<file path="src/hdl/salc_pkg.sv">
`default_nettype none

package salc_pkg;

	// fixed field widths of the request and result ports
	localparam int KEY_BITS = 32;
	localparam int WAY_BITS = 2;
	localparam int CNT_BITS = 32;

	// front end: idle or reducing a key to its set index
	typedef enum logic {
		F_IDLE,
		F_REDUCE
	} front_state_t;

	// lookup engine: clearing pass, waiting, or working on one request
	typedef enum logic [1:0] {
		B_CLEAR,
		B_IDLE,
		B_LOOKUP
	} back_state_t;

	// status from the lookup engine back to the front end
	typedef struct packed {
		logic clearing;
		logic pop;
	} bk_ctl_t;

endpackage

`default_nettype wire

</file>
<file path="src/hdl/salc_front.sv">
`default_nettype none

module salc_front #(
	parameter int NUM_SETS = 256,
	parameter int KEY_WIDTH = 32,
	localparam int TAG_W = (KEY_WIDTH < salc_pkg::KEY_BITS) ? KEY_WIDTH : salc_pkg::KEY_BITS,
	localparam int SW = (NUM_SETS > 1) ? $clog2(NUM_SETS) : 1
) (
	input  wire logic                         clk,
	input  wire logic                         arst_n,
	input  wire logic                         push,
	output logic                              full,
	input  wire logic [salc_pkg::KEY_BITS-1:0] key,
	input  wire logic                         mark_dirty,
	output logic                              q_valid,
	output logic      [TAG_W-1:0]             q_tag,
	output logic      [SW-1:0]                q_set,
	output logic                              q_dirty,
	input  wire salc_pkg::bk_ctl_t            ctl
);

	localparam bit POW2 = ((NUM_SETS & (NUM_SETS - 1)) == 0);
	localparam int RW = SW + 1;

	salc_pkg::front_state_t state_q, state_d;

	logic [TAG_W-1:0]              tag_in;
	logic [salc_pkg::KEY_BITS-1:0] key_in;
	logic [SW-1:0]                 set_direct;

	logic [salc_pkg::KEY_BITS-1:0] key_q;
	logic                          dirty_q;
	logic [RW-1:0]                 rem_q, rem_d;
	logic [1:0]                    cnt_q;
	logic [4:0]                    byte_lsb;
	logic [7:0]                    key_byte;

	logic [TAG_W-1:0] fifo_tag_q [2];
	logic [SW-1:0]    fifo_set_q [2];
	logic             fifo_dirty_q [2];
	logic             wr_ptr_q, rd_ptr_q;
	logic [1:0]       count_q;
	logic             fifo_full;

	logic             enq, load, step;
	logic [TAG_W-1:0] enq_tag;
	logic [SW-1:0]    enq_set;
	logic             enq_dirty;

	// key trimmed to the compared width
	assign tag_in = key[TAG_W-1:0];
	assign key_in = salc_pkg::KEY_BITS'(tag_in);
	assign set_direct = (NUM_SETS == 1) ? '0 : key_in[SW-1:0];

	// remainder by the set count, eight key bits a cycle from the top; the last byte waits while the queue is full
	assign byte_lsb = {~cnt_q, 3'b000};
	assign key_byte = key_q[byte_lsb +: 8];

	always_comb begin
		rem_d = rem_q;
		for (int i = 7; i >= 0; i--) begin
			rem_d = {rem_d[RW-2:0], key_byte[i]};
			if (rem_d >= RW'(NUM_SETS)) begin
				rem_d = rem_d - RW'(NUM_SETS);
			end
		end
	end

	assign fifo_full = (count_q == 2'd2);
	assign full = ctl.clearing || (state_q != salc_pkg::F_IDLE) || fifo_full;

	// front state machine
	always_ff @(posedge clk or negedge arst_n) begin
		if (!arst_n) begin
			state_q <= salc_pkg::F_IDLE;
		end else begin
			state_q <= state_d;
		end
	end

	always_comb begin
		state_d   = state_q;
		enq       = 1'b0;
		load      = 1'b0;
		step      = 1'b0;
		enq_tag   = tag_in;
		enq_set   = set_direct;
		enq_dirty = mark_dirty;
		unique case (state_q)
			salc_pkg::F_IDLE: begin
				if (push && !full) begin
					if (POW2) begin
						enq = 1'b1;
					end else begin
						load    = 1'b1;
						state_d = salc_pkg::F_REDUCE;
					end
				end
			end
			salc_pkg::F_REDUCE: begin
				enq_tag   = key_q[TAG_W-1:0];
				enq_set   = rem_d[SW-1:0];
				enq_dirty = dirty_q;
				if (cnt_q != 2'd3) begin
					step = 1'b1;
				end else if (!fifo_full) begin
					enq     = 1'b1;
					state_d = salc_pkg::F_IDLE;
				end
			end
			default: begin
				state_d = salc_pkg::F_IDLE;
			end
		endcase
	end

	// reducer registers
	always_ff @(posedge clk or negedge arst_n) begin
		if (!arst_n) begin
			cnt_q <= '0;
		end else if (load) begin
			cnt_q <= '0;
		end else if (step) begin
			cnt_q <= cnt_q + 2'd1;
		end
	end

	always_ff @(posedge clk) begin
		if (load) begin
			key_q   <= key_in;
			dirty_q <= mark_dirty;
			rem_q   <= '0;
		end else if (step) begin
			rem_q <= rem_d;
		end
	end

	// two-entry request queue toward the lookup engine
	always_ff @(posedge clk or negedge arst_n) begin
		if (!arst_n) begin
			wr_ptr_q <= 1'b0;
			rd_ptr_q <= 1'b0;
			count_q  <= '0;
		end else begin
			if (enq) begin
				wr_ptr_q <= ~wr_ptr_q;
			end
			if (ctl.pop) begin
				rd_ptr_q <= ~rd_ptr_q;
			end
			count_q <= count_q + 2'(enq) - 2'(ctl.pop);
		end
	end

	always_ff @(posedge clk) begin
		if (enq) begin
			fifo_tag_q[wr_ptr_q]   <= enq_tag;
			fifo_set_q[wr_ptr_q]   <= enq_set;
			fifo_dirty_q[wr_ptr_q] <= enq_dirty;
		end
	end

	assign q_valid = (count_q != 2'd0);
	assign q_tag   = fifo_tag_q[rd_ptr_q];
	assign q_set   = fifo_set_q[rd_ptr_q];
	assign q_dirty = fifo_dirty_q[rd_ptr_q];

endmodule

`default_nettype wire

</file>
<file path="config.mk">
export PLATFORM = sky130hd
export DESIGN_NAME = salc_front
export DESIGN_NICKNAME = d
export VERILOG_FILES = /design/src/hdl/salc_pkg.sv /design/src/hdl/salc_front.sv
export SDC_FILE = /design/constraint.sdc
export NUM_CORES = 1
export LEC_CHECK = 0
export ABC_AREA = 1
export BUFFER_PORTS_ARGS = -buffer_cell sky130_fd_sc_hd__buf_2
export CAP_MARGIN = 20
export CORE_MARGIN = 4
export CORE_UTILIZATION = 50
export CTS_CLUSTER_DIAMETER = 40
export DETAILED_ROUTE_END_ITERATION = 12
export HOLD_SLACK_MARGIN = 0.1
export PLACE_DENSITY = 0.82
export SYNTH_ARGS = -nofsm -noshare
export SYNTH_HDL_FRONTEND = slang
export SYNTH_SLANG_ARGS = --single-unit
</file>
<file path="constraint.sdc">
create_clock -name clk -period 8.6 [get_ports clk]
set_clock_uncertainty 0.2 [all_clocks]
set_input_delay 1.72 -clock clk [delete_from_list [all_inputs] [get_ports clk]]
set_output_delay 1.72 -clock clk [all_outputs]
set_load 0.05 [all_outputs]
</file>
==> impl_metrics.csv, run 1 <==
group,metric,value,unit
pwr,leakagePower,1.80,nW
worst_setup_path,critical_path.most_common_cell,"buf_2",
sta,fin_crit,4.12,ns
cells_and_area,n_antenna_cell,0,
sta,finalSetupTns,0,ns
cells_and_area,area_growth,19.2,%
cts,cts_tree,"yes",
synthesis,yosysUniqueCellTypes,17,
worst_setup_path,worstPathArrival,2.20,ns
sta,hold_violations,0,
worst_setup_path,critPathRequiredTime,6.68,ns
cells_and_area,nNetsFinal,315,
grt,grt.overflow.total,0,
worst_setup_path,crit_path_start_kind,"input pin",
cts,ctsHoldBuffers,0,
floorplanning,rows,30,
synthesis,ys_ff_latch,89,
floorplanning,die_area,0.00860,sq mm
cts,cts_resized,0,
floorplanning,core,0.00687,sq mm
min_path,holdPathStages,2,
synthesis,yosysSeqAreaShare,73.5,%
synthesis,synthesis.area,0.00359,sq mm
grt,met1_usage,15.3,%
place,dp_hpwl,3680,microns
cells_and_area,final_layout_size_suffix_gt1_share,51.1,%
routing,drtPass1Iterations,4,
worst_setup_path,critPathMaxFanout,2,
routing,routedWlPerCell,14.7,microns
synthesis,yosysWarnings,0,
cts,cts_buffers,9,
sta,relSlewSlack,39.1,%
floorplanning,start_util,52.3,%
grt,grt_max_degree,42,
synthesis,synthesis.nets,228,
grt,grt_pass1_vias,1820,
place,placed_cell_area,0.00405,sq mm
min_path,min_path_type,"reg -> reg",
cells_and_area,stdcell_area,0.00428,sq mm
worst_setup_path,slowest_delay,0.21,ns
sta,finalSetupViolCount,0,
worst_setup_path,path_class,"in -> out",
min_path,min-delay-start,"wr_ptr_q",
cts,htreeDepth,3,
grt,grt_busiest_layer,"met2",
cts,cts.sinks,89,
sta,fin_crit_sh,47.9,%
grt,grt_pass1_wl,8680,microns
sta,drv_slew,0,
cts,postCtsSetupRepairBufs,0,
run,cap_violations,0,
synthesis,syn_inst,188,
status,status,"finished clean",
grt,grt_use_total,13.4,%
floorplanning,die_h,92.7,microns
grt,gr-usage-met2,23.1,%
routing,drt_iter0_drc,77,
grt,use_met3,3.49,%
min_path,holdPathEnd,"wr_ptr_q",
sta,rsz0062_at_grt,"no",
routing,wirelength,5520,microns
cts,root_buffer,"clkbuf_8",
cts,clockBufferDepth,2,
routing,viasPerCell,4.67,
routing,drc,0,
grt,antenna_found_initial,0,
worst_setup_path,endpoint_kind,"output port",
pwr,p_per_area,345,mW/mm^2
pwr,vdd_drop_max,0.200,mV
synthesis,postSynthAreaPerCell,19.1,sq um
floorplanning,die_w,92.7,microns
routing,ant_nets,0,
cts,worstSkewPairLatency,0.34,ns
sta,clock.fmax,243,MHz
worst_setup_path,r2r-end,"fifo_tag_q[0][8]",
worst_setup_path,rr_worst_depth,5,
worst_setup_path,path_cells,"buf_2 > nor2_1 > nand2_1 > buf_2",
floorplanning,ioPinCount,81,
cts,clkTransAtPathRegs,0.08,ns
worst_setup_path,crit_slowest_cell,"buf_2",
place,port_buffers,80,
worst_setup_path,r2r-start,"state_q",
routing,vias,1756,
worst_setup_path,r2r_slack,6.26,ns
place,place_congestion,0.685,
sta,tightest_slew,0.911,ns
## registers in the layout (all words and copies together) (netlist names)
register / cells
fifo_set_q: 16
fifo_tag_q: 64
cnt_q: 2
fifo_dirty_q: 2
count_q: 2
rd_ptr_q: 1
wr_ptr_q: 1
state_q: 1
## synth_stat cells
master    instances  area (sq um)
inv_1            17          63.8
buf_4             1          7.51
ha_1              2          25.0
buf_6             1          11.3
mux2_4           39           586
nand4_1           1          6.26
nand2_1          15          56.3
nor2_1           10          37.5
nand3_1           2          10.0
mux2_2            3          33.8
xor2_1            1          8.76
a21boi_0          1          7.51
xnor2_1           1          8.76
buf_12            4          80.1
edfxtp_1         82          2460
dfrtp_1           7           175
nand3_2           1          10.0
## cells in the final DEF (no fill, tap or decap)
master     synthesis  layout
nand2_1           15      15
inv_2              0       1
edfxtp_1          82      82
clkinv_2           0       3
bufinv_16          0       3
nor2_1            10       9
nand4_1            1       1
clkbuf_8           0       9
buf_12             4       1
inv_1             17      16
clkinv_1           0       1
nand3_2            1       1
mux2_2             3       3
nor2_4             0       1
mux2_4            39      39
buf_2              0      80
dfrtp_2            0       1
dfrtp_1            7       6
a21boi_0           1       1
xnor2_1            1       1
buf_4              1       1
nand3_1            2       2
ha_1               2       2
xor2_1             1       1
## layout make-up
| class | count | area [sq um] |
|---|---|---|
| fill | 527 | 2590 |
| timing repair buffer | 82 | 428 |
| multi-input combinational | 76 | 797 |
| sequential | 89 | 2640 |
| inverter | 17 | 63.8 |
| clock buffer | 9 | 124 |
| clock inverter | 7 | 109 |
| tap | 96 | 120 |
## report_power, final
part           switching [W]  internal, W
Combinational       0.000386     0.000191
Clock               0.000136     0.000190
Sequential         0.0000362     0.000536
Total               0.000558     0.000918
## critical path, delay by kind of cell
family	cells	cell delay, ns
AND/OR/NAND/NOR	2	0.18
buffers and inverters	2	0.30
## metal layers
metal	vias up	wire, microns
met1	837	2320
li1	856	-
met2	55	2790
met5	-	0
met3	8	318
met4	0	91
## worst max path at each step
stage	startpoint	to	slack, ns	depth (start not counted)
after CTS	rd_ptr_q	q_dirty	4.43	3
after global placement	ctl[1]	full	4.49	4
after global routing	rd_ptr_q	q_dirty	4.38	3
after detailed placement	ctl[1]	full	4.48	4
final	ctl[1]	full	4.48	4
after floorplan	ctl[1]	fifo_dirty_q[1]	4.12	5
## cell families (layout without fill, tap and decap cells)
group / count (synthesis) / after routing / share of synthesized area [%]
DFF: 89 / 89 / 73.5
muxes: 42 / 42 / 17.3
and+or+nand+nor: 29 / 29 / 3.35
buffers and inverters: 23 / 115 / 4.53
adders and majority gates: 2 / 2 / 0.697
xor gates and xnor gates: 2 / 2 / 0.488
AOI/OAI and AO/OA: 1 / 1 / 0.209
## through the flow
step,power (W),worst slack [ns],hold WS (ns),utilization (%),instances
after floorplan,0.00110,4.12,0.242,-,188
after global placement,0.00116,4.49,0.255,58.6,359
after detailed placement,0.00117,4.48,0.289,58.9,360
after CTS,0.00149,4.43,0.307,62.3,376
after global routing,0.00154,4.38,0.319,62.3,376
final,0.00148,4.48,0.300,62.3,376
Note: power is estimated with default switching activity, not from simulation.
==> run 2, diff against run 1 <==
clock period = 3.9 ns   (was 8.6 ns; I/O delays follow)
==> impl_metrics.csv, run 2 (synthesis results as in run 1) <==
group,metric,value,unit
min_path,min_path_type,"reg -> reg",
grt,grt_pass1_vias,1898,
cells_and_area,area_growth,19.1,%
worst_setup_path,path_cells,"buf_12 > mux2_2 > buf_2",
floorplanning,ioPinCount,81,
grt,use_met3,5.36,%
sta,tightest_slew,0.889,ns
floorplanning,core,0.00687,sq mm
min_path,holdPathStages,2,
worst_setup_path,path_class,"reg -> out",
run,cap_violations,0,
worst_setup_path,path_buf_inv,2,
pwr,p_per_area,752,mW/mm^2
grt,grt.overflow.total,0,
place,place_congestion,0.713,
sta,finalSetupViolCount,0,
cts,worstSkewPairLatency,0.34,ns
status,status,"finished clean",
cts,clockBufferDepth,2,
routing,routedWlPerCell,14.9,microns
pwr,power,0.00322,W
place,dp_hpwl,3720,microns
sta,fin_crit_sh,76.3,%
routing,viasPerCell,4.70,
worst_setup_path,worstPathArrival,1.99,ns
cts,cts_buffers,9,
cells_and_area,top_regs,"fifo_tag_q x64, fifo_set_q x16",
floorplanning,start_util,52.3,%
floorplanning,die_w,92.7,microns
routing,ant_nets,0,
worst_setup_path,slowest_delay,0.78,ns
cells_and_area,top_register,"fifo_tag_q",
grt,antenna_found_initial,0,
sta,relSlewSlack,40.6,%
min_path,min-delay-start,"wr_ptr_q",
cells_and_area,final_layout_size_suffix_gt1_share,50.9,%
sta,fin_crit,2.97,ns
sta,clock.fmax,336,MHz
grt,grt_max_degree,42,
worst_setup_path,critPathMaxFanout,23,
pwr,leakagePower,1.79,nW
sta,hold_violations,0,
cts,cts_resized,0,
floorplanning,die_h,92.7,microns
routing,drtPass1Iterations,4,
cts,clkTransAtPathRegs,0.08,ns
routing,wirelength,5600,microns
sta,rsz0062_at_grt,"no",
cells_and_area,mostFrequentLayoutCells,"82 x edfxtp_1, 80 x buf_2, 39 x mux2_4, 16 x inv_1, 15 x nand2_1",
grt,met1_usage,15.4,%
worst_setup_path,r2r-start,"state_q",
floorplanning,die_area,0.00860,sq mm
worst_setup_path,rr_worst_depth,5,
cells_and_area,post-route-util,62.3,%
pwr,vdd_drop_max,0.539,mV
place,port_buffers,80,
cts,postCtsSetupRepairBufs,0,
cells_and_area,num-fill-cells,532,
worst_setup_path,critPathRequiredTime,2.92,ns
cts,htreeDepth,3,
grt,gr-usage-met2,24.0,%
floorplanning,rows,30,
routing,drt_iter0_drc,54,
cells_and_area,multi_input_area,797,sq um
worst_setup_path,cp_top_family,"flip-flops",
sta,finalSetupTns,0,ns
cts,cts_tree,"yes",
cells_and_area,n_antenna_cell,0,
cells_and_area,largest_reg_flops,64,
sta,drv_slew,0,
cells_and_area,seqCellArea,0.00264,sq mm
worst_setup_path,crit_path_start_kind,"register",
grt,grt_use_total,13.9,%
worst_setup_path,r2r-end,"fifo_set_q[0][7]",
worst_setup_path,r2r_slack,1.55,ns
routing,vias,1771,
cts,cts.sinks,89,
grt,grt_pass1_wl,9010,microns
worst_setup_path,crit_slowest_cell,"dfrtp_2",
cells_and_area,nNetsFinal,316,
routing,drc,0,
worst_setup_path,endpoint_kind,"output port",
cells_and_area,final_common_cell,"edfxtp_1",
grt,grt_busiest_layer,"met2",
min_path,holdPathEnd,"wr_ptr_q",
cts,root_buffer,"clkbuf_8",
## run 2: metrics by stage
stage          cells  cell area, sq um  hold slack [ns]  worst slack (ns)
2_1_floorplan    188              3590            0.242             0.365
3_3_place_gp     360              4050            0.253              1.28
3_5_place_dp     360              4050            0.271              1.27
4_1_cts          377              4280            0.289             0.879
5_1_grt          377              4280            0.311             0.807
6_report         377              4280            0.282             0.926
## run 2: worst reg2reg max path: cells and delay by family (launching register included)
kind | cells | cell delay (ns)
buffers and inverters | 1 | 0.65
DFF | 1 | 0.55
and+or+nand+nor | 4 | 0.55
## run 2: worst max path at each step
stage / from / endpoint / slack (ns) / depth (start not counted)
after floorplan: ctl[1] / fifo_dirty_q[1] / 0.36 / 5
after global placement: rd_ptr_q / q_dirty / 1.28 / 3
after detailed placement: rd_ptr_q / q_dirty / 1.27 / 3
after CTS: rd_ptr_q / q_dirty / 0.88 / 3
after global routing: rd_ptr_q / q_dirty / 0.81 / 3
final: rd_ptr_q / q_dirty / 0.93 / 3
## run 2: per-layer routing
metal / vias to the layer above / wire length, microns
met1: 849 / 2220
met2: 58 / 2880
met5: - / 0
li1: 858 / -
met4: 0 / 54
met3: 6 / 442
## run 2: timing repair
item	4_1_cts	5_1_grt
setup endpoints to repair	0	0
hold endpoints to repair	7	0
hold buffers	1	0
## run 2: area by class of cell
| class | count | share of cell area, % |
|---|---|---|
| clock buffers | 10 | 2.98 |
| flip-flops and latches | 89 | 61.7 |
| inverters | 17 | 1.49 |
| repair buffers | 83 | 10.2 |
| clock inverters | 6 | 2.14 |
| well taps | 96 | 2.81 |
| multi-input cells | 76 | 18.6 |
## run 2: where the power goes
part           switching, W  internal (W)  leakage (nW)
Clock              0.000309      0.000363        0.0991
Combinational      0.000845      0.000430         0.848
Sequential        0.0000874       0.00118         0.838
